`src/hdl/sem_pkg.sv`:
```
// ----------------------------------------------------------------------------
// Sobel edge magnitude package
// Shared types, constants and helpers for the controller and the datapath.
// ----------------------------------------------------------------------------
package sem_pkg;

   // Field widths fixed by the pixel format.
   localparam int CHAN_W  = 8;
   localparam int PIX_W   = 3 * CHAN_W;
   localparam int CFG_W   = 11;
   localparam int GRAD_W  = 11;
   localparam int SUM_W   = 21;
   localparam int RAD_W   = 16;
   localparam int RES_W   = 17;
   localparam int BIT_W   = 15;
   localparam int STEP_W  = 3;

   // Image width after reset.
   localparam logic [CFG_W-1:0] WIDTH_RESET = 11'd1024;

   // Largest sum of squares whose rounded root is still below saturation.
   localparam logic [SUM_W-1:0] SAT_LIMIT = 21'd65280;
   localparam logic [CHAN_W-1:0] EDGE_MAX = 8'd255;

   // Eight root steps, one result bit each.
   localparam logic [STEP_W-1:0] ROOT_LAST = 3'd7;
   localparam logic [BIT_W-1:0]  ROOT_BIT0 = 15'h4000;

   // Commands from the controller to the datapath.
   typedef struct packed {
      logic capture;
      logic load;
      logic shift_zero;
      logic sum;
      logic sqr;
      logic root_step;
      logic round;
      logic second;
      logic advance;
   } cmd_type;

   // Status from the datapath to the controller.
   typedef struct packed {
      logic emit_first;
      logic emit_second;
   } status_type;

   // Channel k of a packed pixel: 0 red, 1 green, 2 blue.
   function automatic logic [CHAN_W-1:0] chan_of(input logic [PIX_W-1:0] p,
                                                 input logic [1:0] k);
      logic [CHAN_W-1:0] c;
      case (k)
         2'd0:    c = p[23:16];
         2'd1:    c = p[15:8];
         default: c = p[7:0];
      endcase
      return c;
   endfunction

endpackage

```
`src/hdl/sem_ctrl.sv`:
```
// ----------------------------------------------------------------------------
// Sobel edge magnitude controller
// Sequences capture, window load, gradient, square, root and output per word.
// ----------------------------------------------------------------------------
module sem_ctrl (
   input  logic               clock,
   input  logic               reset,
   input  logic               in_valid,
   output logic               in_ready,
   output logic               out_valid,
   input  logic               out_ready,
   input  sem_pkg::status_type status,
   output sem_pkg::cmd_type   cmd
);

   typedef enum logic [8:0] {
      S_IDLE = 9'b000000001,
      S_LOAD = 9'b000000010,
      S_ZERO = 9'b000000100,
      S_SUM  = 9'b000001000,
      S_SQR  = 9'b000010000,
      S_ROOT = 9'b000100000,
      S_RND  = 9'b001000000,
      S_OUT  = 9'b010000000,
      S_FIN  = 9'b100000000
   } state_type;

   state_type                     state_ff, state_in;
   logic [sem_pkg::STEP_W-1:0]    step_ff, step_in;
   logic                          second_ff, second_in;

   assign in_ready  = (state_ff == S_IDLE);
   assign out_valid = (state_ff == S_OUT);

   // Next state and commands.
   always_comb begin
      state_in  = state_ff;
      step_in   = step_ff;
      second_in = second_ff;
      cmd       = '0;
      cmd.second = second_ff;
      case (state_ff)
         S_IDLE: begin
            if (in_valid) begin
               cmd.capture = 1'b1;
               second_in   = 1'b0;
               state_in    = S_LOAD;
            end
         end
         S_LOAD: begin
            cmd.load = 1'b1;
            if (status.emit_first) begin
               state_in = S_SUM;
            end else if (status.emit_second) begin
               state_in = S_ZERO;
            end else begin
               state_in = S_FIN;
            end
         end
         S_ZERO: begin
            cmd.shift_zero = 1'b1;
            second_in      = 1'b1;
            state_in       = S_SUM;
         end
         S_SUM: begin
            cmd.sum  = 1'b1;
            state_in = S_SQR;
         end
         S_SQR: begin
            cmd.sqr  = 1'b1;
            step_in  = '0;
            state_in = S_ROOT;
         end
         S_ROOT: begin
            cmd.root_step = 1'b1;
            step_in       = step_ff + sem_pkg::STEP_W'(1);
            if (step_ff == sem_pkg::ROOT_LAST) begin
               state_in = S_RND;
            end
         end
         S_RND: begin
            cmd.round = 1'b1;
            state_in  = S_OUT;
         end
         S_OUT: begin
            if (out_ready) begin
               if (!second_ff && status.emit_second) begin
                  state_in = S_ZERO;
               end else begin
                  state_in = S_FIN;
               end
            end
         end
         S_FIN: begin
            cmd.advance = 1'b1;
            state_in    = S_IDLE;
         end
         default: begin
            state_in = S_IDLE;
         end
      endcase
   end

   // State registers.
   always_ff @(posedge clock) begin
      if (reset) begin
         state_ff  <= S_IDLE;
         step_ff   <= '0;
         second_ff <= 1'b0;
      end else begin
         state_ff  <= state_in;
         step_ff   <= step_in;
         second_ff <= second_in;
      end
   end

`ifndef SYNTHESIS
   // A word is never offered while a new pixel may be taken.
   assert property (@(posedge clock) disable iff (reset) out_valid |-> !in_ready)
      else $error("response offered while request side is open");

   // An accepted pixel always goes straight to the window load.
   assert property (@(posedge clock) disable iff (reset)
      (in_valid && in_ready) |=> (state_ff == S_LOAD))
      else $error("accepted pixel not loaded");

   // The root unit always runs its full eight steps before rounding.
   assert property (@(posedge clock) disable iff (reset)
      (state_ff == S_RND) |-> ($past(step_ff) == sem_pkg::ROOT_LAST))
      else $error("root stopped early");

   // The second row-end word only follows a zero column shift.
   assert property (@(posedge clock) disable iff (reset)
      $rose(second_ff) |-> ($past(state_ff) == S_ZERO))
      else $error("second word without zero shift");
`endif

endmodule

```
`config.mk`:
```
export PLATFORM = sky130hd
export DESIGN_NAME = sem_ctrl
export DESIGN_NICKNAME = d
export VERILOG_FILES = /design/src/hdl/sem_pkg.sv /design/src/hdl/sem_ctrl.sv
export SDC_FILE = /design/constraint.sdc
export NUM_CORES = 1
export LEC_CHECK = 0
export ABC_AREA = 0
export BUFFER_PORTS_ARGS = -buffer_cell sky130_fd_sc_hd__buf_2
export CAP_MARGIN = 25
export CORE_AREA = 2 2 49 51
export CTS_BUF_LIST = sky130_fd_sc_hd__clkbuf_4 sky130_fd_sc_hd__clkbuf_8
export DETAILED_ROUTE_END_ITERATION = 10
export DIE_AREA = 0 0 51 53
export HOLD_SLACK_MARGIN = 0.12
export PLACE_DENSITY = 0.69
export SLEW_MARGIN = 20
export SYNTH_ARGS = -nofsm -noshare
export SYNTH_HDL_FRONTEND = slang
export SYNTH_SLANG_ARGS = --single-unit
```
`constraint.sdc`:
```
create_clock -name clock -period 5.1 [get_ports clock]
set_input_delay 0 -clock clock [delete_from_list [all_inputs] [get_ports clock]]
set_output_delay 0 -clock clock [all_outputs]
set_load 0.03 [all_outputs]
```
== Word-level counts from Yosys, hierarchy flattened ==
Index checks and enable logic that the tools add are counted.
Storage, ports and cells
  bits in registers: 13
Operators by class
  $add $sub $neg: 1
  equal/unequal tests: 13
  mux-type cells: 19
  reductions and logical operators: 6
Operator list (count)
  $pmux 9 s8: 1
  $mux 9: 6
  $mux 1: 10
  $eq 9x1->1 const B: 1
  $eq 9x2->1 const B: 1
  $eq 9x3->1 const B: 1
  $eq 9x4->1 const B: 1
  $eq 9x5->1 const B: 1
  $eq 9x6->1 const B: 1
  $eq 9x7->1 const B: 1
  $eq 9x8->1 const B: 1
  $eq 9x9->1 const B: 1
  $pmux 3 s2: 1
  $ne 2x2->1 const B: 2
  $reduce_bool 2->1: 2
  $add 3x1->3 const B: 1
  $eq 3x3->1 const B: 1
  $reduce_and 3->1: 1
  $ne 2x1->1 const B: 1
  $pmux 1 s2: 1
  $reduce_and 2->1: 1
  $logic_and 1x1->1: 1
  $logic_not 1->1: 1

== Depth between registers and ports, before layout ==
Gate-level depths: netlist of run 1.
  depth after elaboration: 5
  mapped depth: 7
  mapped depth without buffers: 7

== Worst setup path after synthesis of run 1 ==
No wires, ideal clock.
  kind: register to register
  start point: reg state_ff[1]
  end point: reg state_ff[8]
  setup time: 0.070 ns
  arrival: 2.258 ns
  required time: 5.030 ns
  path slack: 2.773 ns
  stages on the path, launching flop included: 7
  path buffers: 1
  clock period less this slack: 2.327 ns
  cells stage by stage: dfxtp_1 -> clkbuf_1 -> or3_1 -> or2_2 -> nor3_1 -> o21bai_1 -> a21oi_1
Between the ends
  cells in the longest elaborated chain, start to end: 3
  elaborated cells between the ends (all ways): 13
RTL lines
  from (decl): line sem_ctrl.sv:28  | state_type state_ff, state_in;
  from (signal assigned): line sem_ctrl.sv:111  | state_ff <= state_in;
  $eq 9x8->1 *
  net out_valid: line sem_ctrl.sv:10  | output logic out_valid,
  $ne 2x1->1 (no source line)
  $reduce_and 3->1 (no source line)
The timed path passes the listed nets; every way through them passes the cells marked *.
A chain may end at the register's enable or synchronous reset.

==> run_summary.xml, run 1 <==
<?xml version="1.0" encoding="UTF-8"?>
<metrics>
  <group name="detailed_routing">
    <metric name="vias" unit="">762</metric>
    <metric name="detail_route.iter0.violations" unit="">6</metric>
    <metric name="drt_drc_violations_left" unit="">0</metric>
    <metric name="avgRoutedWirePerCell" unit="um">12.0</metric>
    <metric name="detail_route.wirelength" unit="um">1770</metric>
    <metric name="count_of_tritonroute_iterations_in_the_first_routing_pass" unit="">3</metric>
    <metric name="antenna_violating_nets_post_route" unit="">0</metric>
    <metric name="vias_per_cell" unit="">5.18</metric>
  </group>
  <group name="critical_path">
    <metric name="crit_path_end_kind" unit="">output port</metric>
    <metric name="cp.arrival" unit="ns">2.29</metric>
    <metric name="critical_path_class" unit="">flop to output port</metric>
    <metric name="cp_data_required_time" unit="ns">5.10</metric>
    <metric name="setup.worst_path.start_class" unit="">flop</metric>
    <metric name="worst-path-max-fanout" unit="">16</metric>
  </group>
  <group name="yosys">
    <metric name="yosysWarningCount" unit="">0</metric>
    <metric name="synthesis.area_per_instance" unit="um2">8.04</metric>
    <metric name="synthArstFlopShare" unit="">0</metric>
    <metric name="syn-cell-area" unit="um2">836</metric>
    <metric name="synth.distinct_cells" unit="">35</metric>
    <metric name="postSynthNetCount" unit="">112</metric>
    <metric name="synth_adder_area_share" unit="">0.0299</metric>
    <metric name="synth-xor-area-share" unit="">0.0314</metric>
    <metric name="yosysSeqAreaShare" unit="">0.311</metric>
    <metric name="synthCells" unit="">104</metric>
    <metric name="multiplexer_area_fraction_after_synthesis" unit="">0</metric>
    <metric name="synth_top_family_by_area" unit="">simple AND/OR/NAND/NOR gates</metric>
    <metric name="yosys_most_used_dff" unit="">sky130_fd_sc_hd__dfxtp_1</metric>
    <metric name="synth-seq-cells" unit="">13</metric>
    <metric name="synthSimpleGateAreaFrac" unit="">0.394</metric>
    <metric name="synth-edff-count" unit="">0</metric>
    <metric name="synth_compound_gate_area_share" unit="">0.150</metric>
  </group>
  <group name="sta">
    <metric name="rsz0062_at_grt" unit="">false</metric>
    <metric name="finalSetupViolCount" unit="">0</metric>
    <metric name="fin_tns_setup" unit="ns">0</metric>
    <metric name="worst_pin_slew" unit="ns">0.708</metric>
    <metric name="final_period_minus_worst_setup_slack" unit="ns">2.29</metric>
    <metric name="slew-limit-headroom" unit="">0.524</metric>
    <metric name="timing.fmax" unit="MHz">437</metric>
    <metric name="fin_worst_skew" unit="ns">0.00778</metric>
    <metric name="finalCritPeriodShare" unit="">0.448</metric>
    <metric name="slew_violations" unit="">0</metric>
    <metric name="hold_viol" unit="">0</metric>
  </group>
  <group name="final_layout">
    <metric name="syn_to_layout_area_delta" unit="%">15.6</metric>
    <metric name="n_antenna_cell" unit="">0</metric>
    <metric name="drive_above_1_share" unit="">0.277</metric>
    <metric name="layout.core_utilization" unit="">0.450</metric>
    <metric name="layout.cells.non_filler" unit="">147</metric>
    <metric name="nets" unit="">128</metric>
    <metric name="nFillCells" unit="">228</metric>
    <metric name="finalInstanceArea" unit="um2">966</metric>
  </group>
  <group name="floorplanning">
    <metric name="core.rowCount" unit="">17</metric>
    <metric name="initial_core_util" unit="">0.389</metric>
    <metric name="ioPinCount" unit="">17</metric>
    <metric name="chip_height" unit="um">53</metric>
    <metric name="dieArea" unit="um2">2700</metric>
    <metric name="core_box_area" unit="um2">2150</metric>
    <metric name="die_w" unit="um">51</metric>
  </group>
  <group name="grt">
    <metric name="groute.usage.overall" unit="">0.145</metric>
    <metric name="largest_net_degree_at_the_start_of_global_routing" unit="">17</metric>
    <metric name="antenna_violations_before_repair" unit="">0</metric>
    <metric name="first_global_vias" unit="">679</metric>
    <metric name="grt_pass1_wl" unit="um">2900</metric>
    <metric name="gr-total-overflow" unit="">0</metric>
  </group>
  <group name="status">
    <metric name="run_status" unit="">completed</metric>
  </group>
  <group name="power_and_ir_drop">
    <metric name="p_sw" unit="uW">64.0</metric>
    <metric name="powerDensity" unit="nW/um2">228</metric>
    <metric name="leak_pwr" unit="uW">0.000401</metric>
    <metric name="ir_worst_vdd" unit="uV">153</metric>
    <metric name="swShare" unit="">0.291</metric>
    <metric name="power.share.clock" unit="">0.320</metric>
    <metric name="internal" unit="uW">156</metric>
    <metric name="combinational_share_of_power" unit="">0.182</metric>
    <metric name="seq_power_share" unit="">0.498</metric>
  </group>
  <group name="clock_tree">
    <metric name="clock-sinks" unit="">13</metric>
    <metric name="htree_num_levels" unit="">1</metric>
    <metric name="post_cts_buffers" unit="">0</metric>
    <metric name="root_buffer" unit="">sky130_fd_sc_hd__clkbuf_4</metric>
    <metric name="cts_resized" unit="">0</metric>
    <metric name="tritoncts" unit="">built</metric>
    <metric name="clock_insertion_delay_worst_skew" unit="ns">0.28</metric>
    <metric name="cts_buffers" unit="">3</metric>
    <metric name="cts.clk_slew.worst_paths" unit="ns">0.08</metric>
    <metric name="clockBufferDepth" unit="">2</metric>
  </group>
  <group name="placed_design">
    <metric name="globalplace.congestion" unit="">0.860</metric>
    <metric name="placed_cell_area" unit="um2">896</metric>
    <metric name="detailed_place_hpwl" unit="um">1300</metric>
    <metric name="dp.cells" unit="">139</metric>
    <metric name="port_buffers" unit="">16</metric>
  </group>
  <group name="hold_path">
    <metric name="min_path_type" unit="">input port to flop</metric>
  </group>
  <group name="job">
    <metric name="maxCapViolations" unit="">0</metric>
  </group>
</metrics>
-- logic make-up after synthesis --
logic type / count (synthesis)
flip-flops: 13
XOR/XNOR: 3
buffers and inverters: 13
adder cells (fa/ha/maj): 2
AO/OA/AOI/OAI: 20
AND/OR/NAND/NOR: 53
-- timing repair --
action / in CTS / in global routing
endpoints found under the hold margin: 13 / 0
hold buffers: 4 / 0
endpoints found under the setup margin: 0 / 0
-- power groups by stage --
stage | combinational (uW) | clock, uW | sequential, uW
finish | 40.1 | 70.4 | 110
global route | 44.2 | 77.5 | 111
CTS | 40.4 | 71.8 | 110
detailed placement | 37.8 | 0 | 112
global placement | 37.2 | 0 | 112
floorplan | 34.3 | 0 | 107
-- layer usage --
metal | track usage | share of wire
met1 | 0.170 | 0.48
met2 | 0.249 | 0.46
met3 | 0.0508 | 0.050
met4 | 0.0405 | 0.0074
met5 | 0 | 0
-- area by class of cell --
cell class	instances	area (um2)	share of cell area
clock buffer	4	30.0	0.0311
inverter	4	15.0	0.0155
multi-input combinational	78	505	0.523
sequential	13	260	0.269
tap	28	35.0	0.0363
timing repair buffer	20	120	0.124
-- cell usage in the layout (no fill, tap or decap) --
master and instances:
sky130_fd_sc_hd__and3b_2 1, sky130_fd_sc_hd__ha_1 2, sky130_fd_sc_hd__nand2_1 11, sky130_fd_sc_hd__or4_4 2
sky130_fd_sc_hd__inv_1 4, sky130_fd_sc_hd__nor4b_4 1, sky130_fd_sc_hd__nor3b_1 4, sky130_fd_sc_hd__xnor2_1 1
sky130_fd_sc_hd__nand2b_1 3, sky130_fd_sc_hd__or3_1 1, sky130_fd_sc_hd__a211o_1 1, sky130_fd_sc_hd__a221oi_1 1
sky130_fd_sc_hd__a21o_2 3, sky130_fd_sc_hd__and3_1 1, sky130_fd_sc_hd__a21oi_1 9, sky130_fd_sc_hd__nor4b_1 1
sky130_fd_sc_hd__xor2_1 2, sky130_fd_sc_hd__buf_2 16, sky130_fd_sc_hd__dlygate4sd3_1 4, sky130_fd_sc_hd__o21bai_1 1
sky130_fd_sc_hd__nand3_1 3, sky130_fd_sc_hd__or3b_2 2, sky130_fd_sc_hd__nor3_1 4, sky130_fd_sc_hd__nor2_1 8
sky130_fd_sc_hd__or2_2 3, sky130_fd_sc_hd__clkbuf_4 4, sky130_fd_sc_hd__nand4b_1 1, sky130_fd_sc_hd__o21ai_0 4
sky130_fd_sc_hd__nand3b_1 1, sky130_fd_sc_hd__nor3b_2 1, sky130_fd_sc_hd__nor4_1 5, sky130_fd_sc_hd__a22o_1 1
sky130_fd_sc_hd__dfxtp_1 13
-- flip-flops by register name, indices dropped and copies added (netlist names) --
| register | cells |
|---|---|
| second_ff | 1 |
| state_ff | 9 |
| step_ff | 3 |
-- Yosys cell counts (2+ instances only) --
| cell type | count | share of area |
|---|---|---|
| sky130_fd_sc_hd__nor3b_1 | 4 | 0.036 |
| sky130_fd_sc_hd__or4_4 | 2 | 0.027 |
| sky130_fd_sc_hd__xor2_1 | 2 | 0.021 |
| sky130_fd_sc_hd__or3b_2 | 2 | 0.021 |
| sky130_fd_sc_hd__a21oi_1 | 9 | 0.054 |
| sky130_fd_sc_hd__ha_1 | 2 | 0.030 |
| sky130_fd_sc_hd__nand2b_1 | 3 | 0.022 |
| sky130_fd_sc_hd__nor2_1 | 8 | 0.036 |
| sky130_fd_sc_hd__nand2_1 | 11 | 0.049 |
| sky130_fd_sc_hd__nand3_1 | 3 | 0.018 |
| sky130_fd_sc_hd__clkbuf_1 | 3 | 0.013 |
| sky130_fd_sc_hd__a21o_2 | 3 | 0.031 |
| sky130_fd_sc_hd__buf_4 | 3 | 0.027 |
| sky130_fd_sc_hd__inv_1 | 4 | 0.018 |
| sky130_fd_sc_hd__dfxtp_1 | 13 | 0.31 |
| sky130_fd_sc_hd__nor3_1 | 4 | 0.024 |
| sky130_fd_sc_hd__o21ai_0 | 4 | 0.024 |
| sky130_fd_sc_hd__or2_2 | 3 | 0.022 |
| sky130_fd_sc_hd__nor4_1 | 5 | 0.037 |
-- worst paths after layout --
check | endpoint | from | slack (ns) | cells after the start
max | cmd[8] | state_ff[5]$_SDFFE_PP0P_ | 2.81 | 5
min | state_ff[6]$_SDFFE_PP0P_ | out_ready | 0.45 | 5
max reg2reg | state_ff[3]$_SDFFE_PP0P_ | state_ff[5]$_SDFFE_PP0P_ | 2.96 | 5
min reg2reg | step_ff[1]$_SDFFE_PP0P_ | step_ff[1]$_SDFFE_PP0P_ | 0.48 | 2
-- metrics by stage --
step                setup slack, ns  power [uW]  hold slack, ns
CTS                            2.82         222           0.445
detailed placement             2.98         150           0.268
finish                         2.81         220           0.449
global placement               3.07         149           0.271
global route                   2.56         232           0.468
floorplan                      2.77         141           0.136
-- critical path: stages, from the launching register on --
cell                       delay (ns)
sky130_fd_sc_hd__dfxtp_1         0.45
sky130_fd_sc_hd__or4_4           0.60
sky130_fd_sc_hd__nor4_1          0.45
sky130_fd_sc_hd__nand4b_1        0.24
sky130_fd_sc_hd__inv_1           0.08
sky130_fd_sc_hd__buf_2           0.19
(Power assumes the default switching activity.)
==> inputs of run 2 (changes only) <==
--- a/config.mk
+++ b/config.mk
@@ -5,13 +5,13 @@
 export SDC_FILE = /design/constraint.sdc
 export NUM_CORES = 1
 export LEC_CHECK = 0
-export ABC_AREA = 0
+export ABC_AREA = 1
 export BUFFER_PORTS_ARGS = -buffer_cell sky130_fd_sc_hd__buf_2
 export CAP_MARGIN = 25
-export CORE_AREA = 2 2 49 51
+export CORE_AREA = 2 2 48 50
 export CTS_BUF_LIST = sky130_fd_sc_hd__clkbuf_4 sky130_fd_sc_hd__clkbuf_8
 export DETAILED_ROUTE_END_ITERATION = 10
-export DIE_AREA = 0 0 51 53
+export DIE_AREA = 0 0 50 52
 export HOLD_SLACK_MARGIN = 0.12
 export PLACE_DENSITY = 0.69
 export SLEW_MARGIN = 20
==> constraint.sdc (replaced) <==
create_clock -name clock -period 2.22 [get_ports clock]
set_input_delay 0 -clock clock [delete_from_list [all_inputs] [get_ports clock]]
set_output_delay 0 -clock clock [all_outputs]
set_load 0.03 [all_outputs]
==> run 2 against run 1 <==
Synthesized cell count grew 17%. Cell area up 2.8%. Highest routed layer unchanged. Largest power group is now combinational cells. Power grew to 4.8 times the previous value. Synthesized area decreased by 3.6%.
==> run_summary.xml, run 2 <==
<?xml version="1.0" encoding="UTF-8"?>
<metrics>
  <group name="clock_tree">
    <metric name="post_cts_buffers" unit="">0</metric>
    <metric name="htree_num_levels" unit="">1</metric>
    <metric name="root_buffer" unit="">sky130_fd_sc_hd__clkbuf_4</metric>
    <metric name="tritoncts" unit="">built</metric>
    <metric name="clock_insertion_delay_worst_skew" unit="ns">0.30</metric>
    <metric name="cts_buffers" unit="">3</metric>
    <metric name="clock-sinks" unit="">13</metric>
    <metric name="cts.clk_slew.worst_paths" unit="ns">0.10</metric>
    <metric name="clockBufferDepth" unit="">2</metric>
  </group>
  <group name="yosys">
    <metric name="yosys.area.top_type" unit="">sky130_fd_sc_hd__dfxtp_1</metric>
    <metric name="synth-edff-count" unit="">0</metric>
    <metric name="yosys_most_used_dff" unit="">sky130_fd_sc_hd__dfxtp_1</metric>
    <metric name="synthesis.area_per_instance" unit="um2">6.60</metric>
    <metric name="yosysSeqAreaShare" unit="">0.323</metric>
    <metric name="synth-seq-cells" unit="">13</metric>
    <metric name="yosysWarningCount" unit="">0</metric>
    <metric name="syn-cell-area" unit="um2">806</metric>
    <metric name="postSynthNetCount" unit="">130</metric>
    <metric name="synthCells" unit="">122</metric>
    <metric name="yosys.area.top_type_share" unit="">0.323</metric>
    <metric name="synthTopCellsByArea" unit="">sky130_fd_sc_hd__dfxtp_1, sky130_fd_sc_hd__nand2_1, sky130_fd_sc_hd__inv_1</metric>
    <metric name="synthArstFlopShare" unit="">0</metric>
    <metric name="synth.distinct_cells" unit="">20</metric>
    <metric name="yosys-top-cells-count" unit="">sky130_fd_sc_hd__nand2_1, sky130_fd_sc_hd__inv_1, sky130_fd_sc_hd__nor2_1</metric>
    <metric name="leading_cell_type_by_number_of_instances_after_synthesis" unit="">sky130_fd_sc_hd__nand2_1</metric>
  </group>
  <group name="sta">
    <metric name="timing.fmax" unit="MHz">573</metric>
    <metric name="fin_tns_setup" unit="ns">0</metric>
    <metric name="slew-limit-headroom" unit="">0.810</metric>
    <metric name="hold_viol" unit="">0</metric>
    <metric name="worst_hold_slack" unit="ns">0.462</metric>
    <metric name="finalCritPeriodShare" unit="">0.786</metric>
    <metric name="fin_worst_skew" unit="ns">0.0129</metric>
    <metric name="finalSetupViolCount" unit="">0</metric>
    <metric name="slew_violations" unit="">0</metric>
    <metric name="final_period_minus_worst_setup_slack" unit="ns">1.75</metric>
    <metric name="worst_pin_slew" unit="ns">0.283</metric>
    <metric name="rsz0062_at_grt" unit="">false</metric>
  </group>
  <group name="detailed_routing">
    <metric name="detail_route.iter0.violations" unit="">22</metric>
    <metric name="avgRoutedWirePerCell" unit="um">10.1</metric>
    <metric name="drt_drc_violations_left" unit="">0</metric>
    <metric name="count_of_tritonroute_iterations_in_the_first_routing_pass" unit="">4</metric>
    <metric name="detail_route.wirelength" unit="um">1760</metric>
    <metric name="antenna_violating_nets_post_route" unit="">0</metric>
    <metric name="vias" unit="">790</metric>
    <metric name="vias_per_cell" unit="">4.54</metric>
  </group>
  <group name="hold_path">
    <metric name="min_path_type" unit="">flop to flop</metric>
  </group>
  <group name="critical_path">
    <metric name="critical_path_class" unit="">flop to flop</metric>
    <metric name="cp.arrival" unit="ns">1.99</metric>
    <metric name="crit_path_end_kind" unit="">flop</metric>
    <metric name="setup.worst_path.start_class" unit="">flop</metric>
    <metric name="worst-path-max-fanout" unit="">4</metric>
    <metric name="cp_data_required_time" unit="ns">2.47</metric>
  </group>
  <group name="grt">
    <metric name="first_global_vias" unit="">723</metric>
    <metric name="gr-total-overflow" unit="">0</metric>
    <metric name="groute.usage.overall" unit="">0.150</metric>
    <metric name="antenna_violations_before_repair" unit="">0</metric>
    <metric name="grt_pass1_wl" unit="um">2980</metric>
    <metric name="largest_net_degree_at_the_start_of_global_routing" unit="">10</metric>
  </group>
  <group name="final_layout">
    <metric name="drive_above_1_share" unit="">0.233</metric>
    <metric name="nets" unit="">155</metric>
    <metric name="layout_common_cells" unit="">sky130_fd_sc_hd__nand2_1, sky130_fd_sc_hd__inv_1, sky130_fd_sc_hd__nor2_1, sky130_fd_sc_hd__buf_2, sky130_fd_sc_hd__dfxtp_1</metric>
    <metric name="n_antenna_cell" unit="">0</metric>
    <metric name="nFillCells" unit="">213</metric>
    <metric name="layout.cells.non_filler" unit="">174</metric>
    <metric name="syn_to_layout_area_delta" unit="%">23.3</metric>
    <metric name="top_regs" unit="">state_ff (9), step_ff (3), second_ff (1)</metric>
    <metric name="regMostFlops" unit="">state_ff</metric>
    <metric name="largest_register_ff_count" unit="">9</metric>
    <metric name="layout.cells.most_common" unit="">sky130_fd_sc_hd__nand2_1</metric>
  </group>
  <group name="power_and_ir_drop">
    <metric name="powerDensity" unit="nW/um2">1070</metric>
    <metric name="ir_worst_vdd" unit="uV">601</metric>
    <metric name="leak_pwr" unit="uW">0.000559</metric>
    <metric name="finalPower" unit="uW">1070</metric>
  </group>
  <group name="floorplanning">
    <metric name="chip_height" unit="um">52</metric>
    <metric name="die_w" unit="um">50</metric>
    <metric name="initial_core_util" unit="">0.383</metric>
    <metric name="ioPinCount" unit="">17</metric>
    <metric name="core.rowCount" unit="">17</metric>
    <metric name="core_box_area" unit="um2">2110</metric>
    <metric name="dieArea" unit="um2">2600</metric>
  </group>
  <group name="placed_design">
    <metric name="port_buffers" unit="">16</metric>
    <metric name="dp.cells" unit="">164</metric>
    <metric name="detailed_place_hpwl" unit="um">1360</metric>
    <metric name="globalplace.congestion" unit="">0.783</metric>
  </group>
  <group name="job">
    <metric name="maxCapViolations" unit="">0</metric>
  </group>
  <group name="status">
    <metric name="run_status" unit="">completed</metric>
  </group>
</metrics>
[run 2: through the flow]
step | utilization | area, um2 | worst slack (ns)
2_1_floorplan | - | 806 | 0.952
3_3_place_gp | 0.430 | 906 | 0.930
3_5_place_dp | 0.430 | 906 | 0.900
4_1_cts | 0.472 | 993 | 0.481
5_1_grt | 0.472 | 993 | 0.356
6_report | 0.472 | 993 | 0.474
[run 2: cell type report]
| cell class | instances | area, um2 | share of cell area |
|---|---|---|---|
| Inverter | 26 | 98.8 | 0.0995 |
| Clock inverter | 1 | 5.00 | 0.00504 |
| Sequential cell | 13 | 260 | 0.262 |
| Multi-Input combinational cell | 81 | 432 | 0.435 |
| Clock buffer | 3 | 22.5 | 0.0227 |
| Timing Repair Buffer | 22 | 140 | 0.141 |
| Tap cell | 28 | 35.0 | 0.0353 |
[run 2: timing repair]
action | 4_1_cts | 5_1_grt
resized for setup | 0 | 0
hold buffers | 6 | 0
hold endpoints to repair | 10 | 0
[run 2: critical path: stages (launching register included)]
cell                            delay [ns]
sky130_fd_sc_hd__dfxtp_1              0.35
sky130_fd_sc_hd__nor2_2               0.12
sky130_fd_sc_hd__nand2_1              0.15
sky130_fd_sc_hd__nor2_4               0.17
sky130_fd_sc_hd__nand2_1              0.12
sky130_fd_sc_hd__inv_1                0.09
sky130_fd_sc_hd__nand2_1              0.05
sky130_fd_sc_hd__a21oi_1              0.11
sky130_fd_sc_hd__dlygate4sd3_1        0.55
[run 2: power by group]
| part | internal [uW] | switching, uW | leakage (uW) |
|---|---|---|---|
| sequential | 276 | 41.2 | 0.000106 |
| clock | 67.1 | 92.1 | 0.0000177 |
| combinational | 184 | 406 | 0.000435 |
| total | 527 | 539 | 0.000559 |
[run 2: logic make-up after synthesis]
group           count (synthesis)  share of synthesized area
fa+ha+maj                       2                     0.0311
compound gates                  9                     0.0559
simple gates                   70                      0.449
buf+inv                        28                      0.141
flops                          13                      0.323
[run 2: path summary, 6_finish.rpt]
path	from	to	slack (ns)	depth (start not counted)
worst max register to register	state_ff[5]$_SDFFE_PP0P_	state_ff[3]$_SDFFE_PP0P_	0.47	8
worst min register to register	step_ff[0]$_SDFFE_PP0P_	step_ff[0]$_SDFFE_PP0P_	0.46	1
worst min-delay path	step_ff[0]$_SDFFE_PP0P_	step_ff[0]$_SDFFE_PP0P_	0.46	1
worst max-delay path	state_ff[5]$_SDFFE_PP0P_	state_ff[3]$_SDFFE_PP0P_	0.47	8
[run 2: routing by layer]
layer,routed length [um],vias up,global-route usage
li1,-,418,-
met1,812,346,0.185
met2,847,21,0.252
met3,57,5,0.0172
met4,44,0,0.0833
met5,0,-,0
